File: config.mk
export PLATFORM = sky130hd
export DESIGN_NAME = edp_diffuse
export DESIGN_NICKNAME = d
export VERILOG_FILES = /design/src/hdl/edp_pkg.sv /design/src/hdl/edp_diffuse.sv
export SDC_FILE = /design/constraint.sdc
export NUM_CORES = 1
export LEC_CHECK = 0
export ABC_AREA = 1
export BUFFER_PORTS_ARGS = -buffer_cell sky130_fd_sc_hd__clkbuf_2
export CELL_PAD_IN_SITES_DETAIL_PLACEMENT = 0
export CELL_PAD_IN_SITES_GLOBAL_PLACEMENT = 1
export CORE_MARGIN = 2
export CORE_UTILIZATION = 45
export DETAILED_ROUTE_END_ITERATION = 12
export PLACE_DENSITY_LB_ADDON = 0.1
export SETUP_SLACK_MARGIN = 0.15
export SYNTH_ARGS = -nofsm -noshare
export SYNTH_HDL_FRONTEND = slang
export SYNTH_SLANG_ARGS = --single-unit
File: constraint.sdc
create_clock -name vclk -period 16
set_clock_uncertainty 0.15 [all_clocks]
set_input_delay 1.6 -clock vclk [all_inputs]
set_output_delay 1.6 -clock vclk [all_outputs]
set_load 0.01 [all_outputs]
File: src/hdl/edp_pkg.sv
// edp_pkg: shared constants, beat types and register codes of the error diffusion dot placer
// no dependencies; imported by edp_line_store, edp_diffuse and the top level
package edp_pkg;

   localparam int MAX_WIDTH      = 1024;
   localparam int MAX_HEIGHT     = 1024;
   localparam int ERROR_BITS     = 24;

   localparam int COL_BITS       = $clog2(MAX_WIDTH);
   localparam int ROW_BITS       = $clog2(MAX_HEIGHT);
   localparam int W_BITS         = COL_BITS + 1;
   localparam int H_BITS         = ROW_BITS + 1;
   localparam int DIM_BITS       = 11;
   localparam int GAIN_BITS      = 16;
   localparam int VALUE_BITS     = 16;
   localparam int GAIN_FRAC      = 12;
   localparam int PROD_BITS      = VALUE_BITS + GAIN_BITS;
   localparam int SCALED_BITS    = PROD_BITS - GAIN_FRAC;
   localparam int SUM_BITS       = ERROR_BITS + 4;
   localparam int COUNT_BITS     = 21;
   localparam int CSR_INDEX_BITS = 2;
   localparam int CSR_DATA_BITS  = 16;

   localparam int HALF_Q16       = 32768;
   localparam int ONE_Q16        = 65536;

   localparam logic [GAIN_BITS-1:0]  GAIN_RESET   = GAIN_BITS'(4096);
   localparam logic [DIM_BITS-1:0]   WIDTH_RESET  = DIM_BITS'(1024);
   localparam logic [DIM_BITS-1:0]   HEIGHT_RESET = DIM_BITS'(1024);
   localparam logic [COUNT_BITS-1:0] COUNT_MAX    = {COUNT_BITS{1'b1}};

   typedef enum logic [CSR_INDEX_BITS-1:0] {
      CSR_GAIN         = 2'd0,
      CSR_FRAME_WIDTH  = 2'd1,
      CSR_FRAME_HEIGHT = 2'd2
   } csr_index_type;

   typedef struct packed {
      logic [VALUE_BITS-1:0] pixel_value;
      logic                  pixel_valid;
   } req_type;

   typedef struct packed {
      logic                  dot;
      logic [COUNT_BITS-1:0] dot_count;
      logic                  frame_end;
   } rsp_type;

   typedef struct packed {
      logic                         valid;
      logic signed [ERROR_BITS-1:0] err;
   } line_entry_type;

   typedef struct packed {
      logic [SCALED_BITS-1:0] scaled;
      logic                   pixel_valid;
      logic                   row_gt0;
      logic                   col_gt0;
      logic                   col_ge2;
      logic                   right_in;
      logic                   frame_end;
      logic [COL_BITS-1:0]    col;
   } stage_type;

   typedef struct packed {
      line_entry_type               above_left;
      line_entry_type               above;
      line_entry_type               above_right;
      logic signed [ERROR_BITS-1:0] left_err;
      logic                         left_valid;
      logic                         left2_valid;
   } nbr_type;

   typedef struct packed {
      logic                         dot;
      logic signed [ERROR_BITS-1:0] err;
   } diffuse_out_type;

endpackage

File: src/hdl/edp_diffuse.sv
// edp_diffuse: adds the error shares of the four causal neighbors, thresholds and forms the residual
// combinational, fed by the execute stage register of the top level; depends on edp_pkg
module edp_diffuse
   import edp_pkg::*;
(
   input  stage_type       stage,
   input  nbr_type         nbr,
   output diffuse_out_type result
);

   localparam logic [3:0] K_LEFT  = 4'd7;
   localparam logic [3:0] K_ABOVE = 4'd5;
   localparam logic [3:0] K_RIGHT = 4'd3;

   localparam logic signed [SUM_BITS-1:0] ERR_HI =
      SUM_BITS'((longint'(1) <<< (ERROR_BITS - 1)) - 1);
   localparam logic signed [SUM_BITS-1:0] ERR_LO = ~ERR_HI;
   localparam logic signed [SUM_BITS-1:0] HALF   = SUM_BITS'(HALF_Q16);
   localparam logic signed [SUM_BITS-1:0] ONE    = SUM_BITS'(ONE_Q16);

   // floor(k * e / 16)
   function automatic logic signed [SUM_BITS-1:0] share_of(
      input logic signed [ERROR_BITS-1:0] e,
      input logic [3:0]                   k
   );
      logic signed [SUM_BITS-1:0] n;
      n = SUM_BITS'(e) * $signed({1'b0, k});
      return n >>> 4;
   endfunction

   function automatic logic signed [SUM_BITS-1:0] sat_sum(
      input logic signed [SUM_BITS-1:0] v
   );
      logic signed [SUM_BITS-1:0] s;
      if (v > ERR_HI) begin
         s = ERR_HI;
      end else if (v < ERR_LO) begin
         s = ERR_LO;
      end else begin
         s = v;
      end
      return s;
   endfunction

   logic                       prev_m1;
   logic                       prev_0;
   logic                       prev_p1;
   logic                       left_ok;
   logic                       left2_ok;
   logic signed [SUM_BITS-1:0] remainder;
   logic signed [SUM_BITS-1:0] acc_raw;
   logic signed [SUM_BITS-1:0] acc_sat;
   logic signed [SUM_BITS-1:0] resid;
   logic                       dot_on;

   always_comb begin
      prev_m1  = stage.row_gt0 && stage.col_gt0 && nbr.above_left.valid;
      prev_0   = stage.row_gt0 && nbr.above.valid;
      prev_p1  = stage.row_gt0 && stage.right_in && nbr.above_right.valid;
      left_ok  = stage.col_gt0 && nbr.left_valid;
      left2_ok = stage.col_ge2 && nbr.left2_valid;

      // below-right share: whatever the passed shares left over
      remainder = SUM_BITS'(nbr.above_left.err);
      if (prev_0) begin
         remainder = remainder - share_of(nbr.above_left.err, K_LEFT);
      end
      if (left2_ok) begin
         remainder = remainder - share_of(nbr.above_left.err, K_RIGHT);
      end
      if (left_ok) begin
         remainder = remainder - share_of(nbr.above_left.err, K_ABOVE);
      end

      acc_raw = $signed(SUM_BITS'(stage.scaled));
      if (left_ok) begin
         acc_raw = acc_raw + share_of(nbr.left_err, K_LEFT);
      end
      if (prev_0) begin
         acc_raw = acc_raw + share_of(nbr.above.err, K_ABOVE);
      end
      if (prev_p1) begin
         acc_raw = acc_raw + share_of(nbr.above_right.err, K_RIGHT);
      end
      if (prev_m1) begin
         acc_raw = acc_raw + remainder;
      end

      acc_sat = sat_sum(acc_raw);
      dot_on  = stage.pixel_valid && (acc_sat >= HALF);
      resid   = sat_sum(dot_on ? (acc_sat - ONE) : acc_sat);

      result.dot = dot_on;
      result.err = stage.pixel_valid ? resid[ERROR_BITS-1:0] : '0;
   end

endmodule
Word-level counts from Yosys, hierarchy flattened
Index checks and enable logic that the tools add are counted.

Register bits after elaboration: 0. Word-level logic and storage cells: 40. Output and inout bits: 25.

Reductions and logical operators: 8. Multipliers: 6. Multiplexer cells: 13. $lt $le $gt $ge: 5. Add/subtract/negate cells: 8.

Operators with widths (number): 28-bit two-way mux (10); 24-bit by 4-bit multiplier with 28-bit output, second input constant (4); 24-bit two-way mux (3); 28-bit by 24-bit greater-than comparator with 1-bit output, second input constant (2); 28-bit by 24-bit less-than comparator with 1-bit output, second input constant (2); 24-bit by 3-bit multiplier with 27-bit output, second input constant (2); 28-bit by 23-bit adder with 28-bit output (1); 28-bit by 24-bit adder with 28-bit output (1); 28-bit adder (1); 28-bit by 17-bit greater-or-equal comparator with 1-bit output, second input constant (1); 28-bit by 18-bit subtractor with 28-bit output, second input constant (1); 28-bit by 23-bit subtractor with 28-bit output (1); 28-bit by 24-bit subtractor with 28-bit output (1); 21-bit by 24-bit adder with 25-bit output (1); 24-bit by 24-bit subtractor with 25-bit output (1); 1-bit logical AND (8).

Depth between registers and ports, before layout
Gate-level depths: netlist of the first run.

Depth in word-level cells: 19. Depth in mapped cells: 90. Mapped depth without buffers: 88.

Worst setup path before layout of the first run
Ideal clock, no wire load.

Kind: input -> output. Start point: input port nbr[77] (netlist name). End point: output port result[10] (netlist name). Path slack: 1.889 ns. Cell stages on the path: 77. Path buffers: 3. Arrival time: 12.361 ns. Path through: ha_1 > xor2_1 > ha_1 > ha_1 > a31o_2 > a21oi_1 > o21ai_0 > xor2_1 > ha_1 > inv_1 > or2_2 > nand2_1 > a21oi_1 > o21ai_0 > a21oi_1 > o21bai_1 > nand2_1 > nand2_1 > (+41 left out) > inv_1 > nand2_1 > inv_1 > ha_1 > inv_1 > a21oi_1 > nand3_2 > nor2_1 > nand3_2 > nand2_2 > buf_6 > nand2_1 > nand2_1 > inv_1 > nand2_4 > buf_6 > nand2_1 > a21oi_1.

RTL lines: start: declaration (RTL line edp_diffuse.sv:7) `input nbr_type nbr,`; end: declaration (RTL line edp_diffuse.sv:8) `output diffuse_out_type result`.

==> impl_metrics.py, run 1 <==
metrics = {
    "die": {
        "die_y_um": 216,
        "dieArea_um2": 46800,
        "rows": 77,
        "coreArea_um2": 44300,
        "dieWidth_um": 216,
        "ios": 162,
        "start_util_pct": 45.8,
    },
    "logic_synthesis": {
        "yosysWarnings": 0,
        "syn_area_um2": 20300,
        "syn-num-nets": 3956,
        "synth.avg_cell_area_um2": 6.07,
        "ys_types": 57,
        "ys_seq_area_share_pct": 0,
        "syn_inst": 3344,
    },
    "drt": {
        "num_vias": 22400,
        "ant_nets": 0,
        "drcViolationCount": 0,
        "vias_per_cell": 5.31,
        "totalWireLength_mm": 64.9,
        "wl_per_cell_um": 15.3,
        "firstDrtPassIters": 5,
        "drt_iter0_markers": 1123,
    },
    "placement": {
        "place_ws_ns": -0.162,
        "dp_cells": 4188,
        "portBuffers": 151,
        "gp_congestion": 0.947,
        "dp_hpwl_mm": 55.7,
    },
    "power": {
        "power_mw": 3.52,
        "ir_worst_vdd_v": 0.0000731,
        "p_per_area_nw_per_um2": 146,
        "p_leak_nw": 13.3,
    },
    "worst_setup_path": {
        "cp.required_ns": 14.25,
        "critPathSlowestCell": "ha_1",
        "cp-end-kind": "output port",
        "crit_type": "in -> out",
        "cp_common_cell": "nand2_1",
        "crit_path_max_incr_delay_ns": 0.33,
        "cp.arrival_ns": 13.40,
        "critPathMaxFanout": 6,
        "cp-start-kind": "primary input",
    },
    "sta": {
        "slew_headroom_pct": 20.6,
        "final_hold_viol_count": 0,
        "timing.hold.ws_ns": 3.66,
        "tightest_slew_ns": 1.19,
        "finalSetupViolCount": 0,
        "slew_violations": 0,
        "period_share_pct": 94.7,
        "period_needed_ns": 15.15,
        "max_freq_ghz": 0.0660,
        "worst_slack_ns": 0.848,
    },
    "finish": {
        "drive_gt1_share_pct": 16.4,
        "final_cell_mix": "735 x nand2_1, 563 x inv_1, 393 x ha_1",
        "fill_cells": 4571,
        "synthToLayoutAreaGrowth_pct": 18.5,
        "layout.nets": 4249,
        "fin_cells": 4228,
        "final_common_cell": "nand2_1",
        "seq_cells": 0,
        "regArea_um2": 0,
        "fin_util_pct": 54.3,
        "clock_buffers": 0,
    },
    "global_routing": {
        "grt_util_all_layers_pct": 26.3,
        "grt_pass1_vias": 20900,
        "grt_pass1_wl_mm": 103,
        "grt_overflow": 0,
        "antenna_found_initial": 1,
        "grt_max_degree": 63,
    },
    "run": {
        "cap_violations": 0,
    },
    "outcome": {
        "outcome": "completed",
    },
    "hold_path": {
        "min_path_type": "in -> out",
    },
}
[final cells by class]
type               instances  area, um^2  area share (%)
diodes                     1        2.50          0.0104
inverters                575        2160            8.99
multi-input cells       2720       18900            78.7
well taps                592         741            3.08
repair buffers           340        2210            9.20
[power by group]
| part | internal, mW | total (mW) | switching (mW) |
|---|---|---|---|
| Clock | 0.00000000837 | 0.00000000838 | 0 |
| Combinational | 1.45 | 3.52 | 2.06 |
| Sequential | 0 | 0 | 0 |
| Total | 1.45 | 3.52 | 2.06 |
[worst max-delay path: cells and delay by family]
kind / cells / cell delay [ns]
xor gates and xnor gates: 5 / 0.69
AOI/OAI and AO/OA: 22 / 2.97
buffers and inverters: 10 / 1.14
and+or+nand+nor: 34 / 4.36
adders and majority gates: 9 / 2.61
[synthesized netlist by cell type (4+ instances only)]
cell	n	area share, %
inv_1	568	11
nand4_1	30	0.93
a21o_1	21	0.78
or2_2	23	0.71
o21ai_0	227	5.6
a211oi_1	8	0.30
clkbuf_1	33	0.61
a31oi_1	23	0.71
fa_1	50	4.9
xnor2_1	108	4.7
nor3_1	36	0.89
nand2_2	19	0.59
o21bai_1	20	0.74
nor4_1	13	0.40
buf_1	6	0.11
and2_1	4	0.12
o31ai_1	14	0.52
xor2_1	130	5.6
a221oi_1	5	0.22
o21ai_1	24	0.59
a21oi_2	11	0.47
a21oi_1	362	8.9
nand3_1	153	3.8
o21a_1	11	0.41
buf_6	5	0.28
nand3b_1	5	0.19
ha_1	425	26
o21ai_2	4	0.17
nor2_2	5	0.15
nand2_1	752	14
inv_2	5	0.093
o211ai_1	14	0.52
nor2_1	180	3.3
buf_2	5	0.12
o221ai_1	6	0.26
a21boi_0	8	0.30
[path summary, 6_finish.rpt]
path                  start          to  slack, ns  cells past startpoint
setup / recovery    nbr[78]   result[0]       0.85                     80
hold / removal    stage[15]  result[23]       3.66                      6
[logic make-up (layout without fill, tap and decap cells)]
family	count (synthesis)	after routing	synth area share (%)
simple gates	1235	1238	25.8
compound gates	769	769	21.0
buf+inv	627	915	11.9
fa+ha+maj	475	475	31.1
xor+xnor	238	238	10.3
other cells	0	1	0
[through the flow]
stage / area, um^2 / TNS (ns)
finish: 24000 / 0
global route: 24000 / -0.0168
CTS: 22700 / 0
detailed placement: 22700 / -2.86
global placement: 22700 / -0.384
floorplan: 20300 / 0
[what timing repair did]
| item | CTS | global route |
|---|---|---|
| setup buffers | 0 | 34 |
| pin swaps | 0 | 63 |
| hold buffers | 0 | 0 |
| gates resized for setup | 15 | 239 |
| gates cloned | 0 | 5 |
| setup endpoints to repair | 23 | 25 |
[metal layers]
| layer | wire length, um | GRT usage, % | up-vias |
|---|---|---|---|
| met5 | 0 | 0 | - |
| met4 | 1010 | 3.42 | 0 |
| met3 | 3140 | 2.50 | 42 |
| met2 | 28400 | 43.5 | 485 |
| met1 | 32300 | 37.7 | 10200 |
| li1 | - | - | 11700 |
Note: power is estimated with default switching activity, not from simulation.
==> run 2, diff against run 1 <==
--- a/config.mk
+++ b/config.mk
@@ -11,2 +11,3 @@
 export CELL_PAD_IN_SITES_GLOBAL_PLACEMENT = 1
+export CORE_ASPECT_RATIO = 1.75
 export CORE_MARGIN = 2
@@ -15,2 +16,3 @@
 export PLACE_DENSITY_LB_ADDON = 0.1
+export REMOVE_ABC_BUFFERS = 1
 export SETUP_SLACK_MARGIN = 0.15
==> constraint.sdc (replaced) <==
create_clock -name vclk -period 16
set_clock_uncertainty 0.15 [all_clocks]
set_input_delay 0.8 -clock vclk [all_inputs]
set_output_delay 0.8 -clock vclk [all_outputs]
set_load 0.01 [all_outputs]
==> run 2 against run 1 <==
- critical path type unchanged
- fmax increased by 3.8%
- power decreased by 13%
- critical endpoint is now result[9]
- setup slack improved by 0.56 ns
==> impl_metrics.py, run 2 (same netlist as run 1, synthesis figures left out) <==
metrics = {
    "outcome": {
        "outcome": "completed",
    },
    "drt": {
        "firstDrtPassIters": 5,
        "num_vias": 22000,
        "dr_wl_met2_mm": 38.6,
        "drt_iter0_markers": 719,
        "highest_layer": "met4",
        "ant_nets": 0,
        "vias_per_cell": 5.45,
        "wl_met1_mm": 23.5,
        "met3_length_mm": 1.55,
        "totalWireLength_mm": 68.7,
        "drcViolationCount": 0,
        "wl_per_cell_um": 17.0,
    },
    "sta": {
        "max_freq_ghz": 0.0685,
        "slew_headroom_pct": 24.2,
        "period_share_pct": 91.2,
        "final_hold_viol_count": 0,
        "finalSetupViolCount": 0,
        "period_needed_ns": 14.59,
        "worst_slack_ns": 1.41,
        "tns_ns": 0,
        "tightest_slew_ns": 1.14,
        "slew_violations": 0,
        "rsz0062_at_grt": "false",
    },
    "worst_setup_path": {
        "cp_common_cell": "nand2_1",
        "cp-end-kind": "output port",
        "cp.required_ns": 15.05,
        "critPathSlowestCell": "ha_2",
        "critPathMaxFanout": 14,
        "cp-start-kind": "primary input",
        "cp.arrival_ns": 13.64,
        "crit_type": "in -> out",
        "crit_path_max_incr_delay_ns": 0.42,
    },
    "finish": {
        "fill_cells": 4958,
        "diodes": 0,
        "synthToLayoutAreaGrowth_pct": 7.52,
        "multiInputGateArea_um2": 18000,
        "fin_util_pct": 48.6,
        "layout.nets": 4083,
        "regArea_um2": 0,
        "drive_gt1_share_pct": 7.84,
        "final_cell_mix": "751 x nand2_1, 568 x inv_1, 424 x ha_1",
        "finalInstanceArea_um2": 21800,
        "final_common_cell": "nand2_1",
        "clock_buffers": 0,
        "seq_cells": 0,
    },
    "hold_path": {
        "min_path_type": "in -> out",
        "holdPathStages": 5,
    },
    "global_routing": {
        "antenna_found_initial": 0,
        "grt_max_degree": 51,
        "grt_util_all_layers_pct": 29.1,
        "grt_pass1_wl_mm": 110,
        "grt_overflow": 0,
        "grt_pass1_vias": 23200,
    },
    "power": {
        "p_leak_nw": 12.3,
        "p_per_area_nw_per_um2": 140,
        "swShare_pct": 63.0,
        "intPower_mw": 1.13,
        "power_mw": 3.06,
        "power_frac_comb_pct": 100.0,
        "ir_worst_vdd_v": 0.0000601,
        "switching_power_mw": 1.92,
        "pwr-share-clk_pct": 0,
        "power_frac_seq_pct": 0,
    },
    "die": {
        "dieArea_um2": 46900,
        "coreArea_um2": 44800,
        "dieWidth_um": 165,
        "ios": 162,
        "start_util_pct": 45.2,
        "rows": 103,
        "die_y_um": 285,
    },
    "placement": {
        "gp_congestion": 0.937,
        "dp_hpwl_mm": 60.8,
        "dpl-instance-area_um2": 21700,
        "portBuffers": 151,
        "place_ws_ns": 0.612,
    },
    "clock_network": {
        "cts_hold_buf": 0,
    },
    "run": {
        "cap_violations": 0,
    },
}
[run 2: cell types whose count changed in the layout (fill, tap and decap cells not counted), sizes merged]
cell      change
clkinvlp      -1
inv           +1
clkbuf       +14
buf         -177
diode         -1
nand2         -3
[run 2: worst max-delay path, delay by kind of cell]
family,cells,cell delay [ns]
buffers and inverters,9,1.05
adders and majority gates,9,2.96
AOI/OAI and AO/OA,18,3.11
xor gates and xnor gates,6,0.83
and+or+nand+nor,37,4.90
[run 2: worst paths after layout]
kind	from	endpoint	slack, ns
worst max-delay path	nbr[77]	result[9]	1.41
worst min-delay path	stage[15]	result[23]	1.94
[run 2: metrics by stage]
stage / cells / hold slack, ns
after global placement: 4045 / 1.93
after floorplan: 3292 / 1.67
after CTS: 4045 / 1.93
after global routing: 4046 / 1.98
after detailed placement: 4045 / 1.93
final: 4046 / 1.94
[run 2: final cells by class]
cell class	instances	share of cell area (%)
Inverter	575	9.89
Multi-Input combinational cell	2717	82.4
Tap cell	577	3.31
Timing Repair Buffer	177	4.42
[run 2: what timing repair did]
action,in CTS,in global routing
gates resized for setup,0,24
endpoints found under the setup margin,0,24
setup buffers,0,1
[run 2: power by group through the flow]
| stage | Sequential, mW | Clock, mW | Combinational [mW] |
|---|---|---|---|
| after global routing | 0 | 0 | 3.45 |
| after CTS | 0 | 0 | 3.02 |
| after detailed placement | 0 | 0 | 3.00 |
| after floorplan | 0 | 0 | 2.27 |
| after global placement | 0 | 0 | 2.96 |
| final | 0 | 0 | 3.06 |
[run 2: layer usage]
metal | vias to the layer above | global-route usage, %
met4 | 0 | 17.6
met3 | 190 | 1.51
met2 | 408 | 61.3
li1 | 11400 | -
met5 | - | 0
met1 | 10100 | 25.8
